### config.mk
export PLATFORM = sky130hd
export DESIGN_NAME = guid_text_parser_flat
export DESIGN_NICKNAME = d
export VERILOG_FILES = /design/src/design/gtp_pkg.sv /design/src/design/gtp_req_if.sv /design/src/design/gtp_rsp_if.sv /design/src/design/gtp_assemble.sv /design/src/design/guid_text_parser.sv /design/src/flat_wrapper.sv
export VERILOG_INCLUDE_DIRS = /design/src /design/src/design
export SDC_FILE = /design/constraint.sdc
export NUM_CORES = 1
export LEC_CHECK = 0
export BUFFER_PORTS_ARGS = -buffer_cell sky130_fd_sc_hd__buf_2
export CORE_UTILIZATION = 38
export DETAILED_ROUTE_END_ITERATION = 6
export PLACE_DENSITY = 0.56
export SLEW_MARGIN = 20
export SYNTH_ARGS = -nofsm -noshare
export SYNTH_HDL_FRONTEND = slang
export SYNTH_HIERARCHICAL = 1
export SYNTH_SLANG_ARGS = --single-unit
export TNS_END_PERCENT = 20
### constraint.sdc
create_clock -name clock -period 9.5 [get_ports clock]
set_input_delay 0.95 -clock clock [delete_from_list [all_inputs] [get_ports clock]]
set_output_delay 0.95 -clock clock [all_outputs]
set_load 0.01 [all_outputs]
### src/design/guid_text_parser_assert.svh
// Assertion macros used by the GUID text parser RTL.
`ifndef GUID_TEXT_PARSER_ASSERT_SVH
`define GUID_TEXT_PARSER_ASSERT_SVH

`ifndef SYNTHESIS
// Same-cycle implication, switched off during reset.
`define GTP_ASSERT_IMPLY(label, clk, rst, ante, cons) \
   label: assert property (@(posedge clk) disable iff (rst) (ante) |-> (cons)) \
      else $error("guid_text_parser assertion failed");
// Next-cycle implication, switched off during reset.
`define GTP_ASSERT_NEXT(label, clk, rst, ante, cons) \
   label: assert property (@(posedge clk) disable iff (rst) (ante) |=> (cons)) \
      else $error("guid_text_parser assertion failed");
`else
`define GTP_ASSERT_IMPLY(label, clk, rst, ante, cons)
`define GTP_ASSERT_NEXT(label, clk, rst, ante, cons)
`endif

`endif

### src/design/gtp_pkg.sv
// Types, constants and helper functions of the GUID text parser.
`default_nettype none
package gtp_pkg;

   localparam int CHAR_W       = 8;
   localparam int HALF_W       = 64;
   localparam int NIBBLE_W     = 4;
   localparam int COUNT_W      = 6;
   localparam logic [COUNT_W-1:0] DIGITS_NEEDED = 6'd32;

   // Fixed marker over bytes 4..11.
   localparam logic [31:0] MARKER_UPPER_LOW32  = 32'h0000_1000;
   localparam logic [31:0] MARKER_LOWER_HIGH32 = 32'h8000_00aa;

   localparam logic [CHAR_W-1:0] CHAR_DASH   = 8'h2d;
   localparam logic [CHAR_W-1:0] CHAR_SPACE  = 8'h20;
   localparam logic [CHAR_W-1:0] CHAR_LBRACE = 8'h7b;
   localparam logic [CHAR_W-1:0] CHAR_RBRACE = 8'h7d;
   localparam logic [CHAR_W-1:0] CHAR_ZERO   = 8'h30;
   localparam logic [CHAR_W-1:0] CHAR_NINE   = 8'h39;
   localparam logic [CHAR_W-1:0] CHAR_LC_A   = 8'h61;
   localparam logic [CHAR_W-1:0] CHAR_LC_F   = 8'h66;
   localparam logic [CHAR_W-1:0] CHAR_UC_A   = 8'h41;
   localparam logic [CHAR_W-1:0] CHAR_UC_F   = 8'h46;

   typedef struct packed {
      logic                bad;
      logic [NIBBLE_W-1:0] value;
   } nibble_type;

   // Collection state handed to the result assembler.
   typedef struct packed {
      logic [COUNT_W-1:0] digit_count;
      logic               bad_digit_seen;
   } scan_state_type;

   function automatic logic is_separator(input logic [CHAR_W-1:0] ch);
      return (ch == CHAR_DASH) || (ch == CHAR_SPACE) ||
             (ch == CHAR_LBRACE) || (ch == CHAR_RBRACE);
   endfunction

   // Bad characters decode as nibble 0 with the bad flag set.
   function automatic nibble_type decode_nibble(input logic [CHAR_W-1:0] ch);
      nibble_type        res;
      logic [CHAR_W-1:0] diff;
      res  = '0;
      diff = '0;
      if (ch >= CHAR_ZERO && ch <= CHAR_NINE) begin
         diff      = ch - CHAR_ZERO;
         res.value = diff[NIBBLE_W-1:0];
      end else if (ch >= CHAR_LC_A && ch <= CHAR_LC_F) begin
         diff      = ch - CHAR_LC_A + 8'd10;
         res.value = diff[NIBBLE_W-1:0];
      end else if (ch >= CHAR_UC_A && ch <= CHAR_UC_F) begin
         diff      = ch - CHAR_UC_A + 8'd10;
         res.value = diff[NIBBLE_W-1:0];
      end else begin
         res.bad = 1'b1;
      end
      return res;
   endfunction

endpackage
`default_nettype wire

### src/design/gtp_req_if.sv
// Character channel of the GUID text parser.
`default_nettype none
interface gtp_req_if;
   logic                     valid;
   logic                     ready;
   logic [gtp_pkg::CHAR_W-1:0] character;
   logic                     text_end;

   modport source (output valid, output character, output text_end, input ready);
   modport sink   (input valid, input character, input text_end, output ready);
endinterface
`default_nettype wire

### src/design/gtp_rsp_if.sv
// Result channel of the GUID text parser.
`default_nettype none
interface gtp_rsp_if;
   logic                       valid;
   logic                       ready;
   logic [gtp_pkg::HALF_W-1:0] guid_upper;
   logic [gtp_pkg::HALF_W-1:0] guid_lower;
   logic                       status;

   modport source (output valid, output guid_upper, output guid_lower, output status,
                   input ready);
   modport sink   (input valid, input guid_upper, input guid_lower, input status,
                   output ready);
endinterface
`default_nettype wire

### src/design/gtp_assemble.sv
// Result assembly: status, marker check and mixed-endian byte swap.
`default_nettype none
module gtp_assemble (
   input  wire logic [gtp_pkg::HALF_W-1:0] acc_upper,
   input  wire logic [gtp_pkg::HALF_W-1:0] acc_lower,
   input  wire gtp_pkg::scan_state_type    scan,
   output logic [gtp_pkg::HALF_W-1:0]      guid_upper,
   output logic [gtp_pkg::HALF_W-1:0]      guid_lower,
   output logic                            status
);
   import gtp_pkg::*;

   logic                marker_match;
   logic [HALF_W-1:0]   swapped_upper;

   assign marker_match = (acc_upper[31:0] == MARKER_UPPER_LOW32) &&
                         (acc_lower[63:32] == MARKER_LOWER_HIGH32);

   // Reverse bytes 0..3, swap 4 with 5 and 6 with 7.
   assign swapped_upper = {acc_upper[39:32], acc_upper[47:40], acc_upper[55:48],
                           acc_upper[63:56], acc_upper[23:16], acc_upper[31:24],
                           acc_upper[7:0],   acc_upper[15:8]};

   always_comb begin
      status     = (scan.digit_count != DIGITS_NEEDED) || scan.bad_digit_seen;
      guid_upper = '0;
      guid_lower = '0;
      if (!status) begin
         guid_upper = marker_match ? acc_upper : swapped_upper;
         guid_lower = acc_lower;
      end
   end

endmodule
`default_nettype wire

### src/design/guid_text_parser.sv
// Top level of the GUID text parser.
//
//  channel | direction | payload                               | handshake
//  --------+-----------+---------------------------------------+-------------
//  req_if  | in        | character[7:0], text_end              | valid/ready
//  rsp_if  | out       | guid_upper[63:0], guid_lower[63:0],   | valid/ready
//          |           | status                                |
//
// One character transaction is taken every cycle while req_if.ready is high;
// an end-of-text transaction loads its result into the output register.
// The collection state (count, 128-bit accumulator, bad flag) is one register
// stage; the result register sits behind the assembly logic.
// Reset is synchronous and clears the count, the bad flag, the accumulator
// and the result valid.
// req_if.ready drops only while a result is held and rsp_if.ready is low.
`default_nettype none
module guid_text_parser (
   input  wire logic  clock,
   input  wire logic  reset,
   gtp_req_if.sink    req_if,
   gtp_rsp_if.source  rsp_if
);
   import gtp_pkg::*;
`include "guid_text_parser_assert.svh"

   // Collection state
   logic [HALF_W-1:0]  acc_upper_ff, acc_upper_in;
   logic [HALF_W-1:0]  acc_lower_ff, acc_lower_in;
   scan_state_type     scan_ff, scan_in;

   // Result register
   logic               rsp_valid_ff, rsp_valid_in;
   logic [HALF_W-1:0]  rsp_upper_ff, rsp_upper_in;
   logic [HALF_W-1:0]  rsp_lower_ff, rsp_lower_in;
   logic               rsp_status_ff, rsp_status_in;

   logic               req_fire;
   logic               end_fire;
   logic               collect;
   nibble_type         nib;
   logic [HALF_W-1:0]  asm_upper;
   logic [HALF_W-1:0]  asm_lower;
   logic               asm_status;

   // Accept while the result register is empty or being emptied.
   assign req_if.ready = !rsp_valid_ff || rsp_if.ready;
   assign req_fire     = req_if.valid && req_if.ready;
   assign end_fire     = req_fire && req_if.text_end;

   // Collect only non-separator characters, and only the first 32 of them.
   assign nib     = decode_nibble(req_if.character);
   assign collect = req_fire && !req_if.text_end && !is_separator(req_if.character) &&
                    (scan_ff.digit_count < DIGITS_NEEDED);

   gtp_assemble u_assemble (
      .acc_upper  (acc_upper_ff),
      .acc_lower  (acc_lower_ff),
      .scan       (scan_ff),
      .guid_upper (asm_upper),
      .guid_lower (asm_lower),
      .status     (asm_status)
   );

   always_comb begin
      acc_upper_in = acc_upper_ff;
      acc_lower_in = acc_lower_ff;
      scan_in      = scan_ff;
      if (end_fire) begin
         // Clear for the next text.
         acc_upper_in = '0;
         acc_lower_in = '0;
         scan_in      = '0;
      end else if (collect) begin
         // Shift the 128-bit value left by one nibble.
         acc_upper_in = {acc_upper_ff[HALF_W-NIBBLE_W-1:0],
                         acc_lower_ff[HALF_W-1 -: NIBBLE_W]};
         acc_lower_in = {acc_lower_ff[HALF_W-NIBBLE_W-1:0],
                         nib.bad ? {NIBBLE_W{1'b0}} : nib.value};
         scan_in.digit_count    = scan_ff.digit_count + 1'b1;
         scan_in.bad_digit_seen = scan_ff.bad_digit_seen | nib.bad;
      end
   end

   always_comb begin
      rsp_valid_in  = rsp_valid_ff && !rsp_if.ready;
      rsp_upper_in  = rsp_upper_ff;
      rsp_lower_in  = rsp_lower_ff;
      rsp_status_in = rsp_status_ff;
      if (end_fire) begin
         // Load a fresh result; the old one is leaving this cycle.
         rsp_valid_in  = 1'b1;
         rsp_upper_in  = asm_upper;
         rsp_lower_in  = asm_lower;
         rsp_status_in = asm_status;
      end
   end

   always_ff @(posedge clock) begin
      if (reset) begin
         acc_upper_ff <= '0;
         acc_lower_ff <= '0;
         scan_ff      <= '0;
         rsp_valid_ff <= 1'b0;
      end else begin
         acc_upper_ff <= acc_upper_in;
         acc_lower_ff <= acc_lower_in;
         scan_ff      <= scan_in;
         rsp_valid_ff <= rsp_valid_in;
      end
   end

   always_ff @(posedge clock) begin
      rsp_upper_ff  <= rsp_upper_in;
      rsp_lower_ff  <= rsp_lower_in;
      rsp_status_ff <= rsp_status_in;
   end

   assign rsp_if.valid      = rsp_valid_ff;
   assign rsp_if.guid_upper = rsp_upper_ff;
   assign rsp_if.guid_lower = rsp_lower_ff;
   assign rsp_if.status     = rsp_status_ff;

   // Count never passes the digit limit.
   `GTP_ASSERT_IMPLY(a_count_limit, clock, reset, 1'b1, scan_ff.digit_count <= DIGITS_NEEDED)
   // An accepted end of text always leaves a result behind, with the state cleared.
   `GTP_ASSERT_NEXT(a_end_gives_result, clock, reset, end_fire, rsp_valid_ff && scan_ff.digit_count == '0)
   // Error results carry all-zero GUID bytes.
   `GTP_ASSERT_IMPLY(a_error_zero, clock, reset, rsp_valid_ff && rsp_status_ff, rsp_upper_ff == '0 && rsp_lower_ff == '0)
   // A collected digit advances the count by one.
   `GTP_ASSERT_NEXT(a_collect_count, clock, reset, collect, scan_ff.digit_count == $past(scan_ff.digit_count) + 1'b1)

endmodule
`default_nettype wire
### src/flat_wrapper.sv
// flat-port wrapper written by rule: the top's interface ports become plain ports
module guid_text_parser_flat import gtp_pkg::*;
  (clock, reset, req_if_valid, req_if_character, req_if_text_end, req_if_ready, rsp_if_valid, rsp_if_guid_upper, rsp_if_guid_lower, rsp_if_status, rsp_if_ready);
  gtp_req_if req_if_i ();
  gtp_rsp_if rsp_if_i ();
  input  wire logic clock;
  input  wire logic reset;
  input wire logic [$bits(req_if_i.valid)-1:0] req_if_valid;
  input wire logic [$bits(req_if_i.character)-1:0] req_if_character;
  input wire logic [$bits(req_if_i.text_end)-1:0] req_if_text_end;
  output wire logic [$bits(req_if_i.ready)-1:0] req_if_ready;
  output wire logic [$bits(rsp_if_i.valid)-1:0] rsp_if_valid;
  output wire logic [$bits(rsp_if_i.guid_upper)-1:0] rsp_if_guid_upper;
  output wire logic [$bits(rsp_if_i.guid_lower)-1:0] rsp_if_guid_lower;
  output wire logic [$bits(rsp_if_i.status)-1:0] rsp_if_status;
  input wire logic [$bits(rsp_if_i.ready)-1:0] rsp_if_ready;
  assign req_if_i.valid = req_if_valid;
  assign req_if_i.character = req_if_character;
  assign req_if_i.text_end = req_if_text_end;
  assign req_if_ready = req_if_i.ready;
  assign rsp_if_valid = rsp_if_i.valid;
  assign rsp_if_guid_upper = rsp_if_i.guid_upper;
  assign rsp_if_guid_lower = rsp_if_i.guid_lower;
  assign rsp_if_status = rsp_if_i.status;
  assign rsp_if_i.ready = rsp_if_ready;
  guid_text_parser u_core (.clock(clock), .reset(reset), .req_if(req_if_i), .rsp_if(rsp_if_i));
endmodule
==> results of run 1 <==
## critical path, delay by kind of cell
| family | cells | cell delay, ns |
|---|---|---|
| simple gates | 2 | 0.50 |
| mux | 1 | 0.21 |
| buf+inv | 4 | 0.85 |
| compound gates | 1 | 0.58 |
| fa+ha+maj | 1 | 0.21 |
## metal layers
layer | share of wire | vias to the layer above | global-route usage | routed length [um]
met4 | 0.020 | 0 | 0.0419 | 417
li1 | - | 3314 | - | -
met3 | 0.046 | 37 | 0.0231 | 974
met5 | 0 | - | 0 | 0
met2 | 0.46 | 125 | 0.238 | 9860
met1 | 0.47 | 3124 | 0.206 | 10100
## placed cells by master (no fill, tap or decap), drive strengths merged, types with 2 or more instances in the layout
cell / count
inv: 5
nand2: 166
nand3: 6
ha: 4
o22ai: 2
dfxtp: 136
clkinv: 2
a31o: 2
and3: 66
nand2b: 6
nor3: 6
nor2: 4
o311ai: 2
nor3b: 32
clkbuf: 47
o31ai: 2
mux2i: 161
edfxtp: 129
a21oi: 4
o21ai: 2
or3b: 2
nor4b: 3
nand4: 7
buf: 154
nor4bb: 2
nor4: 15
## power breakdown
part / total (W) / internal (W) / switching [W]
logic: 0.000113 / 0.0000383 / 0.0000749
registers: 0.00123 / 0.00122 / 0.00000755
clock network: 0.00108 / 0.000657 / 0.000424
total: 0.00242 / 0.00192 / 0.000506
## how the worst min path moves through the flow
stage,cells past startpoint,end,slack [ns],start
global route,2,u_core/acc_upper_ff[61],0.47,u_core/acc_upper_ff[61]
detailed placement,2,u_core/acc_upper_ff[61],0.45,u_core/acc_upper_ff[61]
floorplan,2,u_core/acc_upper_ff[60],0.43,u_core/acc_upper_ff[60]
finish,2,u_core/acc_upper_ff[61],0.46,u_core/acc_upper_ff[61]
CTS,2,u_core/acc_upper_ff[61],0.46,u_core/acc_upper_ff[61]
global placement,2,u_core/acc_upper_ff[60],0.45,u_core/acc_upper_ff[60]
## logic make-up (layout without fill, tap and decap cells)
family | Yosys count | count (layout) | synth area share
simple gates | 323 | 323 | 0.160
compound gates | 23 | 23 | 0.0175
fa+ha+maj | 4 | 4 | 0.00474
flops | 265 | 265 | 0.624
buf+inv | 66 | 210 | 0.0405
mux | 162 | 162 | 0.154
## stage by stage
stage / hold WS (ns) / instances / setup slack, ns / cell area, um^2 / utilization
3_3_place_gp: 0.446 / 1308 / 6.10 / 11500 / 0.423
6_report: 0.462 / 1359 / 6.55 / 12400 / 0.458
4_1_cts: 0.464 / 1359 / 6.58 / 12400 / 0.458
3_5_place_dp: 0.450 / 1308 / 6.04 / 11500 / 0.423
5_1_grt: 0.474 / 1359 / 6.44 / 12400 / 0.458
2_1_floorplan: 0.435 / 843 / 5.09 / 10600 / -
## state kept, by name (all words and copies together) (netlist names)
name / count
u_core/rsp_if.valid: 1
u_core/rsp_if.guid_upper: 64
u_core/acc_upper_ff: 64
u_core/rsp_if.guid_lower: 64
u_core/scan_ff: 7
u_core/rsp_if.status: 1
u_core/acc_lower_ff: 64
## layout make-up
cell class,instances,area [um^2],share of cell area
clock buffer,47,886,0.0714
clock inverter,4,46.3,0.00373
inverter,5,23.8,0.00192
multi-input combinational,512,3590,0.289
sequential,265,6600,0.532
tap,372,465,0.0375
timing repair buffer,154,798,0.0644
==> metrics.txt, run 1 <==
# TYPE chip_impl_metric gauge
chip_impl_metric{name="synth.yosys.seq_area_share",unit=""} 0.624
chip_impl_metric{name="ys_seq_elements",unit=""} 265
chip_impl_metric{name="dr_vias_cell",unit=""} 4.86
chip_impl_metric{name="placeableCoreArea",unit="mm^2"} 0.0271
chip_impl_metric{name="dp_hpwl",unit="um"} 13700
chip_impl_metric{name="cts.hold.buffers_added",unit=""} 0
chip_impl_metric{name="post-layout-total-power",unit="W"} 0.00242
chip_impl_metric{name="floorplan.die.width",unit="um"} 169
chip_impl_metric{name="asyncSetResetFlopFracSynth",unit=""} 0
chip_impl_metric{name="synth_edf_count",unit=""} 129
chip_impl_metric{name="port_buffers",unit=""} 143
chip_impl_metric{name="tritoncts.num_buffers",unit=""} 28
chip_impl_metric{name="detail-route-antenna-nets",unit=""} 0
chip_impl_info{name="regToRegEndpoint",value="u_core/rsp_if.guid_upper[43]"} 1
chip_impl_metric{name="ys_types",unit=""} 52
chip_impl_metric{name="grt_max_degree",unit=""} 82
chip_impl_metric{name="worstMarginPinSlew",unit="ns"} 1.11
chip_impl_metric{name="wl_per_cell",unit="um"} 15.7
chip_impl_metric{name="power.static_leakage",unit="nW"} 4.53
chip_impl_metric{name="worstPathArrival",unit="ns"} 3.33
chip_impl_metric{name="synthDominantCellAreaShare",unit=""} 0.366
chip_impl_metric{name="slew_viol_final",unit=""} 0
chip_impl_metric{name="r2r_setup_slack",unit="ns"} 6.75
chip_impl_info{name="clock_tree.root_cell",value="sky130_fd_sc_hd__clkbuf_16"} 1
chip_impl_metric{name="critical_path_peak_fanout",unit=""} 45
chip_impl_info{name="result_of_the_run",value="finished, final reports clean"} 1
chip_impl_metric{name="area_delta_synth_final",unit="%"} 17.3
chip_impl_metric{name="max_freq",unit="GHz"} 0.339
chip_impl_metric{name="finalNetCount",unit=""} 983
chip_impl_info{name="most_common_cell_type_on_the_critical_path",value="sky130_fd_sc_hd__buf_4"} 1
chip_impl_info{name="synth.most_common_cell",value="sky130_fd_sc_hd__nand2_1"} 1
chip_impl_info{name="clock_tree_from_tritoncts",value="yes"} 1
chip_impl_metric{name="depth_of_the_worst_register_to_register_path",unit=""} 5
chip_impl_metric{name="ioPinCount",unit=""} 144
chip_impl_info{name="worstSetupStartpointType",value="input port"} 1
chip_impl_metric{name="grt_pass1_vias",unit=""} 6505
chip_impl_metric{name="timing.slew.headroom",unit=""} 0.263
chip_impl_metric{name="finalCritPeriodShare",unit=""} 0.311
chip_impl_metric{name="worst_skew_pair.late_latency",unit="ns"} 0.53
chip_impl_metric{name="worst-endpoint-required",unit="ns"} 9.88
chip_impl_metric{name="post_cts_resize_count",unit=""} 0
chip_impl_metric{name="postSynthCellCount",unit=""} 843
chip_impl_metric{name="timing_hold_violations_final",unit=""} 0
chip_impl_info{name="dominantRegCellSynth",value="sky130_fd_sc_hd__dfxtp_1"} 1
chip_impl_info{name="critPathCapture",value="u_core/acc_lower_ff[39]"} 1
chip_impl_metric{name="antennaDiodeCount",unit=""} 0
chip_impl_metric{name="drt_wl_total",unit="um"} 21400
chip_impl_info{name="timing.critical_path.from",value="req_if_character[0]"} 1
chip_impl_metric{name="num_clock_sinks",unit=""} 265
chip_impl_info{name="worst-setup-path-type",value="in -> reg"} 1
chip_impl_metric{name="initial_core_util",unit=""} 0.390
chip_impl_metric{name="clk_pin_slew_worst_paths",unit="ns"} 0.06
chip_impl_metric{name="share_of_final_layout_standard_cells_stronger_than_drive_strength_1",unit=""} 0.214
chip_impl_info{name="reg2reg_from",value="u_core/acc_upper_ff[20]"} 1
chip_impl_metric{name="die_h",unit="um"} 169
chip_impl_info{name="crit_chain",value="buf_2 -> inv_1 -> ha_1 -> or3b_4 -> a2111oi_4 -> nor3_4 -> buf_4 -> buf_4 -> mux2i_1"} 1
chip_impl_metric{name="layout_skew",unit="ns"} 0.0108
chip_impl_metric{name="final.setup.tns",unit="ns"} 0
chip_impl_metric{name="post_synth.cell_area_avg",unit="um^2"} 12.5
chip_impl_info{name="slowest_stage",value="sky130_fd_sc_hd__a2111oi_4"} 1
chip_impl_metric{name="cts.path.max_buffers",unit=""} 3
chip_impl_metric{name="initialDrtViolationCount",unit=""} 256
chip_impl_metric{name="postCtsSetupBuffers",unit=""} 0
chip_impl_info{name="ys_top_cells_by_area",value="sky130_fd_sc_hd__edfxtp_1 (37%), sky130_fd_sc_hd__dfxtp_1 (26%), sky130_fd_sc_hd__mux2i_1 (15%)"} 1
chip_impl_metric{name="remaining_drc_errors",unit=""} 0
chip_impl_metric{name="irDropWorstVdd",unit="V"} 0.000112
chip_impl_metric{name="timing.max_cap.violations",unit=""} 0
chip_impl_info{name="unrepaired_setup_endpoints_after_global_routing",value="false"} 1
chip_impl_info{name="hp-class",value="reg -> reg"} 1
chip_impl_info{name="synth_largest_area_cell",value="sky130_fd_sc_hd__edfxtp_1"} 1
chip_impl_metric{name="syn_nets",unit=""} 860
chip_impl_metric{name="deepest_level_of_the_cts_h_tree",unit=""} 1
chip_impl_metric{name="yosys_warnings",unit=""} 6
chip_impl_metric{name="antenna_violations_before_repair",unit=""} 0
chip_impl_metric{name="crit_path_max_incr_delay",unit="ns"} 0.58
chip_impl_metric{name="design.die.area",unit="mm^2"} 0.0285
chip_impl_metric{name="post_synth_instance_area",unit="mm^2"} 0.0106
chip_impl_metric{name="pre_repair_dr_iteration_count",unit=""} 6
chip_impl_metric{name="report.final.setup_viol",unit=""} 0
chip_impl_metric{name="grt.total_usage",unit=""} 0.148
chip_impl_metric{name="final.fill_count",unit=""} 2533
chip_impl_info{name="yosys-top-cells-count",value="sky130_fd_sc_hd__nand2_1 (166), sky130_fd_sc_hd__mux2i_1 (161), sky130_fd_sc_hd__dfxtp_1 (136)"} 1
chip_impl_metric{name="vias",unit=""} 6600
chip_impl_metric{name="rows",unit=""} 60
chip_impl_metric{name="grt_pass1_wl",unit="um"} 34000
chip_impl_metric{name="min_period",unit="ns"} 2.95
chip_impl_metric{name="pwrdens",unit="mW/mm^2"} 195
chip_impl_metric{name="grt_overflow",unit=""} 0
chip_impl_info{name="cp-end-kind",value="flop"} 1
chip_impl_metric{name="globalplace.congestion",unit=""} 0.759
Power figures use the tool's default switching activity.
==> run 2, diff against run 1 <==
--- a/config.mk
+++ b/config.mk
@@ -6,6 +6,7 @@
 export SDC_FILE = /design/constraint.sdc
 export NUM_CORES = 1
 export LEC_CHECK = 0
+export ABC_AREA = 1
 export BUFFER_PORTS_ARGS = -buffer_cell sky130_fd_sc_hd__buf_2
 export CORE_UTILIZATION = 38
 export DETAILED_ROUTE_END_ITERATION = 6
==> constraint.sdc (replaced) <==
create_clock -name clock -period 2.8 [get_ports clock]
set_input_delay 0.28 -clock clock [delete_from_list [all_inputs] [get_ports clock]]
set_output_delay 0.28 -clock clock [all_outputs]
set_load 0.01 [all_outputs]
==> metrics.txt, run 2 <==
# TYPE chip_impl_metric gauge
chip_impl_metric{name="final_worst_slack",unit="ns"} 1.07
chip_impl_metric{name="pre_repair_dr_iteration_count",unit=""} 4
chip_impl_metric{name="post_synth_xor_area_fraction",unit=""} 0.00164
chip_impl_metric{name="finalCritPeriodShare",unit=""} 0.618
chip_impl_metric{name="wl_per_cell",unit="um"} 12.5
chip_impl_metric{name="r2r_setup_slack",unit="ns"} 1.07
chip_impl_metric{name="grt.total_usage",unit=""} 0.153
chip_impl_info{name="slowest_stage",value="sky130_fd_sc_hd__dfxtp_1"} 1
chip_impl_info{name="combinational_family_with_the_most_area_after_synthesis",value="simple AND/OR/NAND/NOR gates"} 1
chip_impl_info{name="synth.most_common_cell",value="sky130_fd_sc_hd__nand2_1"} 1
chip_impl_metric{name="dp_slack",unit="ns"} 0.899
chip_impl_metric{name="depth_of_the_worst_register_to_register_path",unit=""} 10
chip_impl_info{name="dominantRegCellSynth",value="sky130_fd_sc_hd__dfxtp_1"} 1
chip_impl_metric{name="worstPathArrival",unit="ns"} 2.00
chip_impl_metric{name="layout_skew",unit="ns"} 0.0115
chip_impl_metric{name="synth_compound_gate_area_share",unit=""} 0.0647
chip_impl_metric{name="cts.path.max_buffers",unit=""} 3
chip_impl_info{name="timing.hold.worst.start",value="reset"} 1
chip_impl_info{name="worstSetupStartpointType",value="flop"} 1
chip_impl_metric{name="timing_hold_violations_final",unit=""} 0
chip_impl_metric{name="synthSimpleGateAreaFrac",unit=""} 0.224
chip_impl_metric{name="critical_path_peak_fanout",unit=""} 82
chip_impl_info{name="synth_largest_area_cell",value="sky130_fd_sc_hd__edfxtp_1"} 1
chip_impl_metric{name="worst-endpoint-required",unit="ns"} 3.07
chip_impl_metric{name="globalplace.congestion",unit=""} 0.787
chip_impl_metric{name="initialDrtViolationCount",unit=""} 446
chip_impl_metric{name="dr_vias_cell",unit=""} 4.47
chip_impl_metric{name="ys_seq_elements",unit=""} 265
chip_impl_info{name="yosys-top-cells-count",value="sky130_fd_sc_hd__nand2_1 (372), sky130_fd_sc_hd__nor2_1 (206), sky130_fd_sc_hd__inv_1 (151)"} 1
chip_impl_metric{name="vias",unit=""} 7878
chip_impl_metric{name="remaining_drc_errors",unit=""} 0
chip_impl_metric{name="grt_pass1_vias",unit=""} 7341
chip_impl_metric{name="drt_wl_total",unit="um"} 22100
chip_impl_info{name="whs_endpoint",value="u_core/rsp_if.valid"} 1
chip_impl_metric{name="hold_path_depth",unit=""} 4
chip_impl_metric{name="placeableCoreArea",unit="mm^2"} 0.0273
chip_impl_metric{name="timing.max_cap.violations",unit=""} 0
chip_impl_metric{name="syn_nets",unit=""} 1262
chip_impl_metric{name="detail-route-antenna-nets",unit=""} 0
chip_impl_metric{name="irDropWorstVdd",unit="V"} 0.000368
chip_impl_info{name="regToRegEndpoint",value="u_core/rsp_if.guid_upper[43]"} 1
chip_impl_info{name="most-common-layout-cells",value="sky130_fd_sc_hd__nand2_1 (370), sky130_fd_sc_hd__nor2_1 (206), sky130_fd_sc_hd__inv_1 (149)"} 1
chip_impl_metric{name="rows",unit=""} 60
chip_impl_info{name="ys_top_cells_by_area",value="sky130_fd_sc_hd__edfxtp_1 (36%), sky130_fd_sc_hd__dfxtp_1 (26%), sky130_fd_sc_hd__nand2_1 (13%)"} 1
chip_impl_metric{name="yosys_warnings",unit=""} 6
chip_impl_info{name="hp-class",value="in -> reg"} 1
chip_impl_metric{name="tritoncts.num_buffers",unit=""} 28
chip_impl_metric{name="post_synth.cell_area_avg",unit="um^2"} 8.57
chip_impl_metric{name="slew_viol_final",unit=""} 0
chip_impl_info{name="clock_tree.root_cell",value="sky130_fd_sc_hd__clkbuf_16"} 1
chip_impl_metric{name="power.static_leakage",unit="nW"} 4.78
chip_impl_metric{name="crit_path_max_incr_delay",unit="ns"} 0.38
chip_impl_metric{name="ioPinCount",unit=""} 144
chip_impl_metric{name="asyncSetResetFlopFracSynth",unit=""} 0
chip_impl_info{name="most_common_cell_type_on_the_critical_path",value="sky130_fd_sc_hd__nor2_1"} 1
chip_impl_metric{name="antenna_violations_before_repair",unit=""} 0
chip_impl_metric{name="post_synth_instance_area",unit="mm^2"} 0.0107
chip_impl_info{name="crit_chain",value="nand2_1 -> inv_1 -> nand2_1 -> nor2_1 -> nand2_1 -> nor2_1 -> nand2_2 -> buf_12 -> nor2_1 -> nor2_1"} 1
chip_impl_metric{name="grt_overflow",unit=""} 0
chip_impl_info{name="reg2reg_from",value="u_core/acc_lower_ff[37]"} 1
chip_impl_metric{name="post_cts_resize_count",unit=""} 0
chip_impl_metric{name="worstMarginPinSlew",unit="ns"} 0.649
chip_impl_metric{name="port_buffers",unit=""} 143
chip_impl_metric{name="ys_types",unit=""} 24
chip_impl_metric{name="grt_max_degree",unit=""} 83
chip_impl_info{name="cp-end-kind",value="flop"} 1
chip_impl_metric{name="floorplan.die.width",unit="um"} 170
chip_impl_metric{name="postSynthCellCount",unit=""} 1245
chip_impl_metric{name="report.final.setup_viol",unit=""} 0
chip_impl_info{name="clock_tree_from_tritoncts",value="yes"} 1
chip_impl_metric{name="initial_core_util",unit=""} 0.392
chip_impl_metric{name="pwrdens",unit="mW/mm^2"} 648
chip_impl_metric{name="timing.slew.headroom",unit=""} 0.567
chip_impl_metric{name="synth.yosys.seq_area_share",unit=""} 0.618
chip_impl_metric{name="die_h",unit="um"} 170
chip_impl_metric{name="grt_pass1_wl",unit="um"} 36100
chip_impl_metric{name="layout.core_utilization",unit=""} 0.465
chip_impl_metric{name="synth_adder_area_share",unit=""} 0.00469
chip_impl_metric{name="num_clock_sinks",unit=""} 265
chip_impl_metric{name="dp_hpwl",unit="um"} 13500
chip_impl_info{name="most_common_cell_after_layout_fill_and_taps_aside",value="sky130_fd_sc_hd__nand2_1"} 1
chip_impl_info{name="unrepaired_setup_endpoints_after_global_routing",value="false"} 1
chip_impl_metric{name="finalNetCount",unit=""} 1384
chip_impl_info{name="result_of_the_run",value="finished, final reports clean"} 1
chip_impl_info{name="worst-setup-path-type",value="reg -> reg"} 1
chip_impl_metric{name="max_freq",unit="GHz"} 0.578
chip_impl_metric{name="final.fill_count",unit=""} 2703
chip_impl_metric{name="clk_pin_slew_worst_paths",unit="ns"} 0.06
chip_impl_metric{name="deepest_level_of_the_cts_h_tree",unit=""} 1
chip_impl_metric{name="worst_skew_pair.late_latency",unit="ns"} 0.53
chip_impl_metric{name="postCtsSetupBuffers",unit=""} 0
chip_impl_metric{name="cts.hold.buffers_added",unit=""} 0
chip_impl_metric{name="min_period",unit="ns"} 1.73
chip_impl_metric{name="fraction_of_synthesized_area_in_multiplexers",unit=""} 0
chip_impl_metric{name="synthDominantCellAreaShare",unit=""} 0.363
chip_impl_metric{name="area_delta_synth_final",unit="%"} 18.7
chip_impl_metric{name="design.die.area",unit="mm^2"} 0.0288
chip_impl_metric{name="share_of_final_layout_standard_cells_stronger_than_drive_strength_1",unit=""} 0.153
chip_impl_metric{name="synth_edf_count",unit=""} 129
-- run 2: cell count changes after synthesis, sizes merged, moves of 27 or more --
cell / change
mux2i: -161
nand2: +207
and3: -65
a21oi: +131
nand3: +27
nor3b: -32
inv: +148
nor2: +204
-- run 2: kinds of logic (layout without fill, tap and decap cells) --
family / after synthesis / after routing
simple gates: 619 / 619
buf+inv: 217 / 361
other cells: 0 / 1
xor+xnor: 2 / 2
flops: 265 / 265
fa+ha+maj: 4 / 4
compound gates: 138 / 138
-- run 2: power by group --
group	switching [W]	internal [W]	leakage, nW	total (W)
Clock	0.00148	0.00221	0.450	0.00370
Sequential	0.0000289	0.00414	2.28	0.00416
Combinational	0.000255	0.000102	2.06	0.000358
-- run 2: layer usage --
layer,vias up,GRT usage,part of all wire
met5,-,0,0
met4,0,0.0345,0.015
met3,24,0.0310,0.049
met2,138,0.258,0.46
met1,3605,0.200,0.47
li1,4111,-,-
-- run 2: how the worst max path moves through the flow --
stage	start	end	slack, ns	depth (start not counted)
after floorplan	u_core/rsp_if.valid	u_core/rsp_if.guid_lower[0]	-0.008	3
after global placement	req_if_character[1]	u_core/acc_lower_ff[2]	0.96	12
after detailed placement	req_if_character[1]	u_core/acc_upper_ff[48]	0.90	11
after CTS	u_core/scan_ff[6]	u_core/acc_upper_ff[48]	1.05	7
after global routing	u_core/acc_lower_ff[63]	u_core/rsp_if.guid_upper[42]	0.96	10
final	u_core/acc_lower_ff[37]	u_core/rsp_if.guid_upper[43]	1.07	10
-- run 2: cell type report --
cell class              count  area (um^2)  area share
inverters                 153          578      0.0456
diodes                      1         2.50    0.000197
well taps                 372          465      0.0367
flip-flops and latches    265         6600       0.521
clock buffers              39          815      0.0643
multi-input cells         763         3190       0.252
repair buffers            156          901      0.0711
clock inverters            13          123     0.00968
-- run 2: worst max-delay path: cells and delay by family (launching register included) --
kind	cells	cell delay [ns]
buffers and inverters	2	0.25
DFF	1	0.38
and+or+nand+nor	8	0.79
-- run 2: metrics by stage --
step           TNS (ns)  instance area, um^2  hold slack (ns)  std cells  power, W
6_report              0                12700           0.0244       1762   0.00822
5_1_grt               0                12700           0.0453       1761   0.00854
4_1_cts               0                12700          0.00804       1761   0.00834
3_5_place_dp          0                11700            0.460       1709   0.00461
3_3_place_gp          0                11700            0.461       1709   0.00461
2_1_floorplan     -1.05                10700            0.423       1245   0.00447
==> run 3, diff against run 2 <==
--- a/config.mk
+++ b/config.mk
@@ -6,7 +6,7 @@
 export SDC_FILE = /design/constraint.sdc
 export NUM_CORES = 1
 export LEC_CHECK = 0
-export ABC_AREA = 1
+export ABC_AREA = 0
 export BUFFER_PORTS_ARGS = -buffer_cell sky130_fd_sc_hd__buf_2
 export CORE_UTILIZATION = 38
 export DETAILED_ROUTE_END_ITERATION = 6
==> constraint.sdc (replaced) <==
create_clock -name clock -period 1.7 [get_ports clock]
set_input_delay 0.17 -clock clock [delete_from_list [all_inputs] [get_ports clock]]
set_output_delay 0.17 -clock clock [all_outputs]
set_load 0.01 [all_outputs]
==> metrics.txt, run 3 (synthesized netlist as in run 1, its figures left out) <==
# TYPE chip_impl_metric gauge
chip_impl_metric{name="final.setup.tns",unit="ns"} -14.47
chip_impl_info{name="result_of_the_run",value="finished with violations"} 1
chip_impl_info{name="unrepaired_setup_endpoints_after_global_routing",value="true"} 1
chip_impl_metric{name="finalNetCount",unit=""} 1095
chip_impl_metric{name="gr-usage-met2",unit=""} 0.255
chip_impl_metric{name="ioPinCount",unit=""} 144
chip_impl_info{name="hp-class",value="in -> reg"} 1
chip_impl_info{name="violations_in_the_final_reports",value="setup timing"} 1
chip_impl_info{name="most-common-layout-cells",value="sky130_fd_sc_hd__nand2_1 (166), sky130_fd_sc_hd__mux2i_1 (155), sky130_fd_sc_hd__buf_2 (143)"} 1
chip_impl_metric{name="placedCellCount",unit=""} 1417
chip_impl_metric{name="clockPowerShare",unit=""} 0.434
chip_impl_metric{name="share_of_final_layout_standard_cells_stronger_than_drive_strength_1",unit=""} 0.315
chip_impl_metric{name="wl_per_cell",unit="um"} 15.2
chip_impl_metric{name="rows",unit=""} 60
chip_impl_metric{name="clk_pin_slew_worst_paths",unit="ns"} 0.06
chip_impl_metric{name="final_worst_slack",unit="ns"} -0.266
chip_impl_metric{name="die_h",unit="um"} 169
chip_impl_info{name="worst-setup-path-type",value="reg -> reg"} 1
chip_impl_metric{name="grt.total_usage",unit=""} 0.155
chip_impl_metric{name="global_route.usage.met3",unit=""} 0.0238
chip_impl_metric{name="grt_pass1_wl",unit="um"} 35500
chip_impl_metric{name="fin_worst_hold_slack",unit="ns"} 0.131
chip_impl_metric{name="max_freq",unit="GHz"} 0.509
chip_impl_metric{name="timing.max_cap.violations",unit=""} 0
chip_impl_metric{name="min_period",unit="ns"} 1.97
chip_impl_metric{name="port_buffers",unit=""} 143
chip_impl_metric{name="worst-endpoint-required",unit="ns"} 2.07
chip_impl_metric{name="worstMarginPinSlew",unit="ns"} 0.549
chip_impl_metric{name="detail-route-antenna-nets",unit=""} 0
chip_impl_metric{name="initial_core_util",unit=""} 0.390
chip_impl_metric{name="worst_skew_pair.late_latency",unit="ns"} 0.52
chip_impl_metric{name="p_int",unit="W"} 0.0106
chip_impl_metric{name="dp_hpwl",unit="um"} 15500
chip_impl_metric{name="deepest_level_of_the_cts_h_tree",unit=""} 1
chip_impl_metric{name="slew_viol_final",unit=""} 0
chip_impl_info{name="worstSetupStartpointType",value="flop"} 1
chip_impl_metric{name="power.share.sequential",unit=""} 0.508
chip_impl_metric{name="initialDrtViolationCount",unit=""} 313
chip_impl_metric{name="area_delta_synth_final",unit="%"} 29.1
chip_impl_metric{name="drt_wl_total",unit="um"} 22400
chip_impl_metric{name="floorplan.die.width",unit="um"} 169
chip_impl_metric{name="power.static_leakage",unit="nW"} 5.23
chip_impl_metric{name="timing_hold_violations_final",unit=""} 0
chip_impl_metric{name="grt_overflow",unit=""} 0
chip_impl_metric{name="num_clock_sinks",unit=""} 265
chip_impl_metric{name="worstPathArrival",unit="ns"} 2.34
chip_impl_metric{name="antennaDiodeCount",unit=""} 0
chip_impl_metric{name="design.die.area",unit="mm^2"} 0.0285
chip_impl_info{name="clock_tree_from_tritoncts",value="yes"} 1
chip_impl_metric{name="final.fill_count",unit=""} 2432
chip_impl_metric{name="report.final.setup_viol",unit=""} 64
chip_impl_info{name="highest_utilization_routing_layer_at_the_global_route_stage",value="met2"} 1
chip_impl_metric{name="irDropWorstVdd",unit="V"} 0.000571
chip_impl_metric{name="post-layout-total-power",unit="W"} 0.0135
chip_impl_metric{name="globalplace.congestion",unit=""} 0.790
chip_impl_metric{name="timing.slew.headroom",unit=""} 0.634
chip_impl_metric{name="instances_no_fill",unit=""} 1470
chip_impl_metric{name="total_switching_power",unit="W"} 0.00290
chip_impl_metric{name="placeableCoreArea",unit="mm^2"} 0.0271
chip_impl_metric{name="antenna_violations_before_repair",unit=""} 0
chip_impl_metric{name="critical_path_peak_fanout",unit=""} 25
chip_impl_metric{name="p_comb_frac",unit=""} 0.058
chip_impl_info{name="clock_tree.root_cell",value="sky130_fd_sc_hd__clkbuf_16"} 1
chip_impl_metric{name="pwrdens",unit="mW/mm^2"} 989
chip_impl_metric{name="cts.path.max_buffers",unit=""} 3
chip_impl_info{name="most_common_cell_after_layout_fill_and_taps_aside",value="sky130_fd_sc_hd__nand2_1"} 1
chip_impl_metric{name="vias",unit=""} 6960
chip_impl_metric{name="tritoncts.num_buffers",unit=""} 27
chip_impl_metric{name="finalCritPeriodShare",unit=""} 1.16
chip_impl_metric{name="grt_max_degree",unit=""} 65
chip_impl_metric{name="dr_vias_cell",unit=""} 4.73
chip_impl_metric{name="layout_skew",unit="ns"} 0.0179
chip_impl_metric{name="global_route.usage.met1",unit=""} 0.214
chip_impl_metric{name="remaining_drc_errors",unit=""} 0
chip_impl_metric{name="switching_share",unit=""} 0.215
chip_impl_metric{name="grt_pass1_vias",unit=""} 6814
chip_impl_info{name="cp-end-kind",value="flop"} 1
chip_impl_metric{name="pre_repair_dr_iteration_count",unit=""} 6
-- run 3: cell types whose count changed in the layout (fill, tap and decap cells not counted), sizes merged, moves of 9 or more --
cell	change
clkbuf	-9
nand2	-207
buf	+108
mux2i	+161
inv	-148
nand3	-27
and3	+65
nor4	+15
nor2	-204
a21oi	-131
nor3b	+32
-- run 3: worst paths after layout --
| path | startpoint | to | slack [ns] | depth (start not counted) |
|---|---|---|---|---|
| worst min register to register | u_core/acc_upper_ff[60] | u_core/acc_upper_ff[60] | 0.46 | 2 |
| worst max register to register | u_core/acc_upper_ff[20] | u_core/rsp_if.guid_upper[57] | -0.27 | 7 |
| worst max-delay path | u_core/acc_upper_ff[20] | u_core/rsp_if.guid_upper[57] | -0.27 | 7 |
| worst min-delay path | req_if_character[1] | u_core/acc_lower_ff[1] | 0.13 | 4 |
-- run 3: timing repair --
action	CTS	global route
cloned	0	1
hold buffers	2	0
endpoints found under the setup margin	64	166
hold endpoints to repair	1	0
pin swaps	2	6
setup buffers	0	1
resized for setup	8	20
-- run 3: per-layer routing --
layer,vias up,wire length (um),share of wire
met2,134,10400,0.46
met5,-,0,0
met1,3274,10700,0.48
met3,20,1060,0.047
met4,0,263,0.012
li1,3532,-,-
-- run 3: layout make-up --
| class | count | area (um^2) | area share |
|---|---|---|---|
| Clock inverter | 20 | 179 | 0.0131 |
| Inverter | 5 | 22.5 | 0.00165 |
| Clock buffer | 29 | 704 | 0.0516 |
| Timing Repair Buffer | 267 | 1970 | 0.144 |
| Multi-Input combinational cell | 512 | 3700 | 0.271 |
| Tap cell | 372 | 465 | 0.0341 |
| Sequential cell | 265 | 6600 | 0.484 |
-- run 3: worst max-delay path, cell delays in order (launching register included) --
cell and delay [ns]:
sky130_fd_sc_hd__dfxtp_2 0.32, sky130_fd_sc_hd__nor4_2 0.27, sky130_fd_sc_hd__buf_4 0.17, sky130_fd_sc_hd__nand4_1 0.18, sky130_fd_sc_hd__nor4_4 0.27, sky130_fd_sc_hd__buf_12 0.21
sky130_fd_sc_hd__buf_12 0.17, sky130_fd_sc_hd__mux2i_1 0.20
-- run 3: power by group through the flow --
stage	logic [W]	registers (W)	clock network [W]
2_1_floorplan	0.000353	0.00708	0
3_3_place_gp	0.000782	0.00700	0
3_5_place_dp	0.000786	0.00699	0
4_1_cts	0.000790	0.00686	0.00602
5_1_grt	0.000841	0.00686	0.00628
6_report	0.000783	0.00685	0.00586
-- run 3: stage by stage --
step	worst slack [ns]	instance area [um^2]	utilization
floorplan	-1.21	10600	-
global placement	-0.404	12600	0.464
detailed placement	-0.422	12600	0.464
CTS	-0.312	13500	0.499
global route	-0.348	13600	0.504
finish	-0.266	13600	0.504
